### src/design/trajectory_tracking_control_law_macros.svh
// Assertion macros for the trajectory tracking control law.
`ifndef TRAJECTORY_TRACKING_CONTROL_LAW_MACROS_SVH
`define TRAJECTORY_TRACKING_CONTROL_LAW_MACROS_SVH
`ifndef NO_ASSERTIONS
`define TTCL_ASSERT_IMP(label, clk, rstn, ante, cons, msg) \
    label: assert property (@(posedge clk) disable iff (!rstn) (ante) |-> (cons)) \
        else $error(msg);
`define TTCL_ASSERT_NXT(label, clk, rstn, ante, cons, msg) \
    label: assert property (@(posedge clk) disable iff (!rstn) (ante) |=> (cons)) \
        else $error(msg);
`else
`define TTCL_ASSERT_IMP(label, clk, rstn, ante, cons, msg)
`define TTCL_ASSERT_NXT(label, clk, rstn, ante, cons, msg)
`endif
`endif

### src/design/ttcl_pkg.sv
// Shared types, constants and the exp ROM entry function.
`timescale 1ns / 1ps
`default_nettype none
package ttcl_pkg;

    localparam int CFG_W = 15;
    localparam int CFG_IDX_W = 3;
    localparam int DATA_W = 16;
    localparam int HEAD_W = 15;
    localparam int EXP_W = 13;
    localparam int NUM_STAGES = 5;
    localparam int EXP_TABLE_ENTRIES_DEF = 256;
    localparam logic [CFG_W-1:0] REG_RESET = 15'd4096;
    // 0.05 m in Q12 is 204.8: reached when err_x <= 204
    localparam logic signed [DATA_W-1:0] GOAL_X_LIMIT = 16'sd205;
    localparam longint Q24_ONE = 64'd16777216;

    typedef enum logic [CFG_IDX_W-1:0] {
        CFG_GAIN_X        = 3'd0,
        CFG_GAIN_Y        = 3'd1,
        CFG_GAIN_HEADING  = 3'd2,
        CFG_MAX_ROTATION  = 3'd3,
        CFG_MAX_SPEED     = 3'd4,
        CFG_MAX_LAT_ERR   = 3'd5
    } cfg_index_t;

    typedef struct packed {
        logic [CFG_W-1:0] gain_x;
        logic [CFG_W-1:0] gain_y;
        logic [CFG_W-1:0] gain_heading;
        logic [CFG_W-1:0] max_rotation;
        logic [CFG_W-1:0] max_speed;
        logic [CFG_W-1:0] max_lateral_error;
    } cfg_t;

    // exp(-x^2) in Q12 for x in Q12: 4th-order Taylor of exp(-x^2/256),
    // then squared eight times, rounded half up.
    function automatic logic [EXP_W-1:0] exp_q12(input longint x);
        longint t;
        longint u;
        longint u2;
        longint u3;
        longint u4;
        longint p;
        t  = x * x;
        u  = t >>> 8;
        u2 = (u * u) >>> 24;
        u3 = (u2 * u) >>> 24;
        u4 = (u3 * u) >>> 24;
        p  = Q24_ONE - u + u2 / 2 - u3 / 6 + u4 / 24;
        for (int k = 0; k < 8; k++) begin
            p = (p * p) >>> 24;
        end
        return EXP_W'((p + 64'd2048) >>> 12);
    endfunction

endpackage
`default_nettype wire

### src/design/ttcl_cfg_regs.sv
// Configuration register file.
`timescale 1ns / 1ps
`default_nettype none
module ttcl_cfg_regs (
    input  wire logic                          aclk,
    input  wire logic                          aresetn,
    input  wire logic                          cfg_wr_en,
    input  wire logic [ttcl_pkg::CFG_IDX_W-1:0] cfg_index,
    input  wire logic [ttcl_pkg::CFG_W-1:0]    cfg_wdata,
    output ttcl_pkg::cfg_t                     cfg
);

    ttcl_pkg::cfg_t cfg_reg;
    ttcl_pkg::cfg_t cfg_next;

    always_comb begin
        cfg_next = cfg_reg;
        if (cfg_wr_en) begin
            unique case (ttcl_pkg::cfg_index_t'(cfg_index))
                ttcl_pkg::CFG_GAIN_X:       cfg_next.gain_x = cfg_wdata;
                ttcl_pkg::CFG_GAIN_Y:       cfg_next.gain_y = cfg_wdata;
                ttcl_pkg::CFG_GAIN_HEADING: cfg_next.gain_heading = cfg_wdata;
                ttcl_pkg::CFG_MAX_ROTATION: cfg_next.max_rotation = cfg_wdata;
                ttcl_pkg::CFG_MAX_SPEED:    cfg_next.max_speed = cfg_wdata;
                ttcl_pkg::CFG_MAX_LAT_ERR:  cfg_next.max_lateral_error = cfg_wdata;
                default:                    cfg_next = cfg_reg;
            endcase
        end
    end

    always_ff @(posedge aclk) begin
        if (!aresetn) begin
            cfg_reg <= '{
                gain_x:            ttcl_pkg::REG_RESET,
                gain_y:            ttcl_pkg::REG_RESET,
                gain_heading:      ttcl_pkg::REG_RESET,
                max_rotation:      ttcl_pkg::REG_RESET,
                max_speed:         ttcl_pkg::REG_RESET,
                max_lateral_error: ttcl_pkg::REG_RESET
            };
        end else begin
            cfg_reg <= cfg_next;
        end
    end

    assign cfg = cfg_reg;

endmodule
`default_nettype wire

### config.mk
export PLATFORM = sky130hd
export DESIGN_NAME = ttcl_cfg_regs
export DESIGN_NICKNAME = d
export VERILOG_FILES = /design/src/design/trajectory_tracking_control_law_macros.svh /design/src/design/ttcl_pkg.sv /design/src/design/ttcl_cfg_regs.sv
export SDC_FILE = /design/constraint.sdc
export NUM_CORES = 1
export LEC_CHECK = 0
export ABC_CLOCK_PERIOD_IN_PS = 1250
export BUFFER_PORTS_ARGS = -buffer_cell sky130_fd_sc_hd__buf_4
export CAP_MARGIN = 20
export CORE_UTILIZATION = 45
export CTS_CLUSTER_SIZE = 24
export DETAILED_ROUTE_END_ITERATION = 10
export PLACE_DENSITY_LB_ADDON = 0.05
export SETUP_SLACK_MARGIN = 0.4
export SYNTH_ARGS = -nofsm -noshare
export SYNTH_HDL_FRONTEND = slang
export SYNTH_SLANG_ARGS = --single-unit
### constraint.sdc
create_clock -name aclk -period 1.25 [get_ports aclk]
set_input_delay 0.1875 -clock aclk [delete_from_list [all_inputs] [get_ports aclk]]
set_output_delay 0.1875 -clock aclk [all_outputs]
set_load 0.02 [all_outputs]
==> impl_results.md <==
- Most used routing layer: met2
- Sequential fraction of the synthesis area: 0.5492
- Worst Hold Launch: aresetn
- FP Rows: 30
- Critical path peak fanout: 2
- Htree depth: 3
- Clock tree from TritonCTS: built
- Setup-failing EPs final: 0
- Synthesized Nets: 334
- Tcrit/Tclk final: 0.8124
- #FFs+latches synth: 90
- Int Power: 4.083 mW
- Power Total: 5.482 mW
- Fin cells: 553
- Hold_ws: 0.1870 ns
- Cell count after synthesis: 313
- Slew HR: 0.8030
- NetSw: 1.399 mW
- Most common cell in the netlist: nand2_1
- Post-detailed-route count of antenna-violating nets: 0
- Post-synth top cells: nand2_1 (98), dfxtp_1 (90), mux2i_1 (90)
- Worst min-delay path category: input port to flip-flop
- MaxCap Viol Count: 0
- IO Count: 111
- Bufs on Longest Clock Path: 2
- Status: finished, final reports clean
- Max VDD drop: 0.0006923 V
- Asr flop ratio synth: 0
- # diodes: 0
- Placeable Area: 0.006907 mm^2
- Clock sinks: 90
- Post-Syn Area: 0.003281 mm^2
- Vias in the first global route: 2,560
- Slowest cell on crit path: dfxtp_2
- Final Max Tran Viols: 0
- Hold Buf Count CTS: 0
- Grt met1 use: 0.3061
- Layout area overhead: 58.39%
- Hold Path End: cfg[53]$_SDFFE_PN0P_
- Area leader, netlist: dfxtp_1
- Lkg Pwr: 2.624 nW
- Avg WL per Cell: 15.47 um
- Via-to-Cell Ratio: 4.835
- Share of cells above drive strength 1: 0.5646
- 1st-iter DRT viols: 62
- WP buf/inv: 1
- DRC errors left: 0
- Logic pwr share: 0.111
- Worst R2R End: cfg[21]$_SDFFE_PN0P_
- Critical Setup Path Class: flip-flop to output port
- CP delay by family, top: flip-flops
- Worst R2R Setup Slack: 0.45 ns
- Final hold violation count: 0
- Met2 usage: 0.3615
- FF-to-FF Start: cfg[21]$_SDFFE_PN0P_
- Worst path cell trace: buf_6
- Crit-path max cell delay: 0.36 ns
- Post-synth top area share: 0.5492
- Initial core utilization: 0.4750
- Post-synth top flop: dfxtp_1
- IO Port Bufs: 110
- Die area: 0.007636 mm^2
- DRT Pass-1 Iters: 4
- Seq pwr share: 0.545
- Global route overflow: 0
- Clock Skew: 0 ns
- Clock transition at path regs: 0.09 ns
- EDFF count, synth: 0
- Worst Setup SP: cfg[18]$_SDFFE_PN0P_
- Final nets: 473
- Die X: 87.39 um
- Post-Route WL: 8557 um
- Startpoint types: flip-flop
- Total global routing track utilization: 0.2310
- PwrDens: 1055 mW/mm^2
- Net Sw Frac: 0.2552
- Cts bufs inserted: 9
- DIE HEIGHT: 87.39 um
- RSZ-0062 raised after global routing: yes
- Unique cell type count in the Yosys netlist: 12
- Root Driver: clkbuf_8
- Vias: 2,674
- Worst path required time: 1.06 ns
- CP arrival: 0.83 ns
- Least-Margin Pin Slew: 0.2948 ns
- Pin count of the biggest net entering global routing: 26
- Reg2reg path depth: 4
- Routability congestion estimate: 0.7132
- First-pass GRT wire length: 13,190 um
- Syn Area/Cell: 10.48 um^2
- Worst-Skew Late Latency: 0.34 ns
- YS warnings: 0
- Initial antenna violation count: 0
- Clock power share: 0.344
- Fmax: 0.9847 GHz
- CP Capture Type: output port
- Worst hold stages: 3
- Top post-synthesis cells by area: dfxtp_1 (55%), mux2i_1 (27%), nand2_1 (11%)
- M3 GR Usage: 0.05403
- Cell total after placement: 513
- Max reg flops: 90
- Detailed placer's ending HPWL: 5711 um
- Min cycle time layout: 1.016 ns
[worst max path at each step]
stage / to / slack (ns) / cells past startpoint
5_1_grt: cfg[72] / 0.21 / 1
6_report: cfg[18] / 0.23 / 1
4_1_cts: cfg[18] / 0.22 / 1
2_1_floorplan: cfg[87]$_SDFFE_PN1P_ / 0.02 / 4
3_3_place_gp: cfg[86]$_SDFFE_PN0P_ / -0.05 / 3
3_5_place_dp: cfg[76]$_SDFFE_PN0P_ / -0.07 / 3
[worst reg2reg max path: stages (launching register included)]
cell and delay (ns):
dfxtp_2 0.33, buf_4 0.12, buf_4 0.12, nand2_1 0.05, mux2i_1 0.06
[kinds of logic (layout without fill, tap and decap cells)]
group | Yosys count | after routing | synth area share
and+or+nand+nor | 111 | 112 | 0.1438
muxes | 90 | 90 | 0.2746
DFF | 90 | 90 | 0.5492
buffers and inverters | 22 | 165 | 0.03241
[power groups by stage]
stage	Clock [mW]	Sequential, mW	Combinational (mW)
3_5_place_dp	0	3.03	0.541
2_1_floorplan	0	3.10	0.224
4_1_cts	1.91	2.99	0.594
5_1_grt	2.02	2.99	0.650
6_report	1.89	2.99	0.610
3_3_place_gp	0	3.03	0.533
[stage by stage]
stage,utilization,setup slack [ns],setup TNS (ns),instance area [um^2]
finish,0.7524,0.2345,0,5196
global route,0.7524,0.2081,0,5196
CTS,0.7328,0.2196,0,5061
detailed placement,0.6312,-0.07405,-1.106,4359
global placement,0.6312,-0.05283,-0.7134,4359
floorplan,-,0.02122,0,3396
[per-layer routing]
metal	up-vias	part of all wire
li1	1328	-
met1	1253	0.45
met2	81	0.47
met3	12	0.056
met4	0	0.021
met5	-	0
[placed cells by master, fill, tap and decap left out]
master,netlist,layout
clkbuf_8,0,11
buf_8,0,1
nand4b_1,2,2
dfxtp_2,0,90
buf_12,0,8
nand2_1,98,98
clkinv_2,0,1
nor2b_1,7,7
nor4bb_4,0,1
clkinv_4,0,1
nand4bb_1,2,2
or4b_4,0,2
inv_6,0,1
buf_6,1,91
buf_4,2,49
clkinvlp_4,0,2
mux2i_1,90,90
[cell type report]
type / count / area, um^2
timing repair buffer: 149 / 1568
tap: 96 / 120.1
clock inverter: 5 / 37.54
clock buffer: 11 / 151.4
sequential: 90 / 1914
multi-input combinational: 202 / 1405
fill: 500 / 1710
[repair_timing]
item | CTS | global route
endpoints found under the setup margin | 120 | 119
buffers inserted | 6 | 17
resized for setup | 182 | 2
cloned | 1 | 0
pin swaps | 2 | 1
Power figures use the tool's default switching activity.
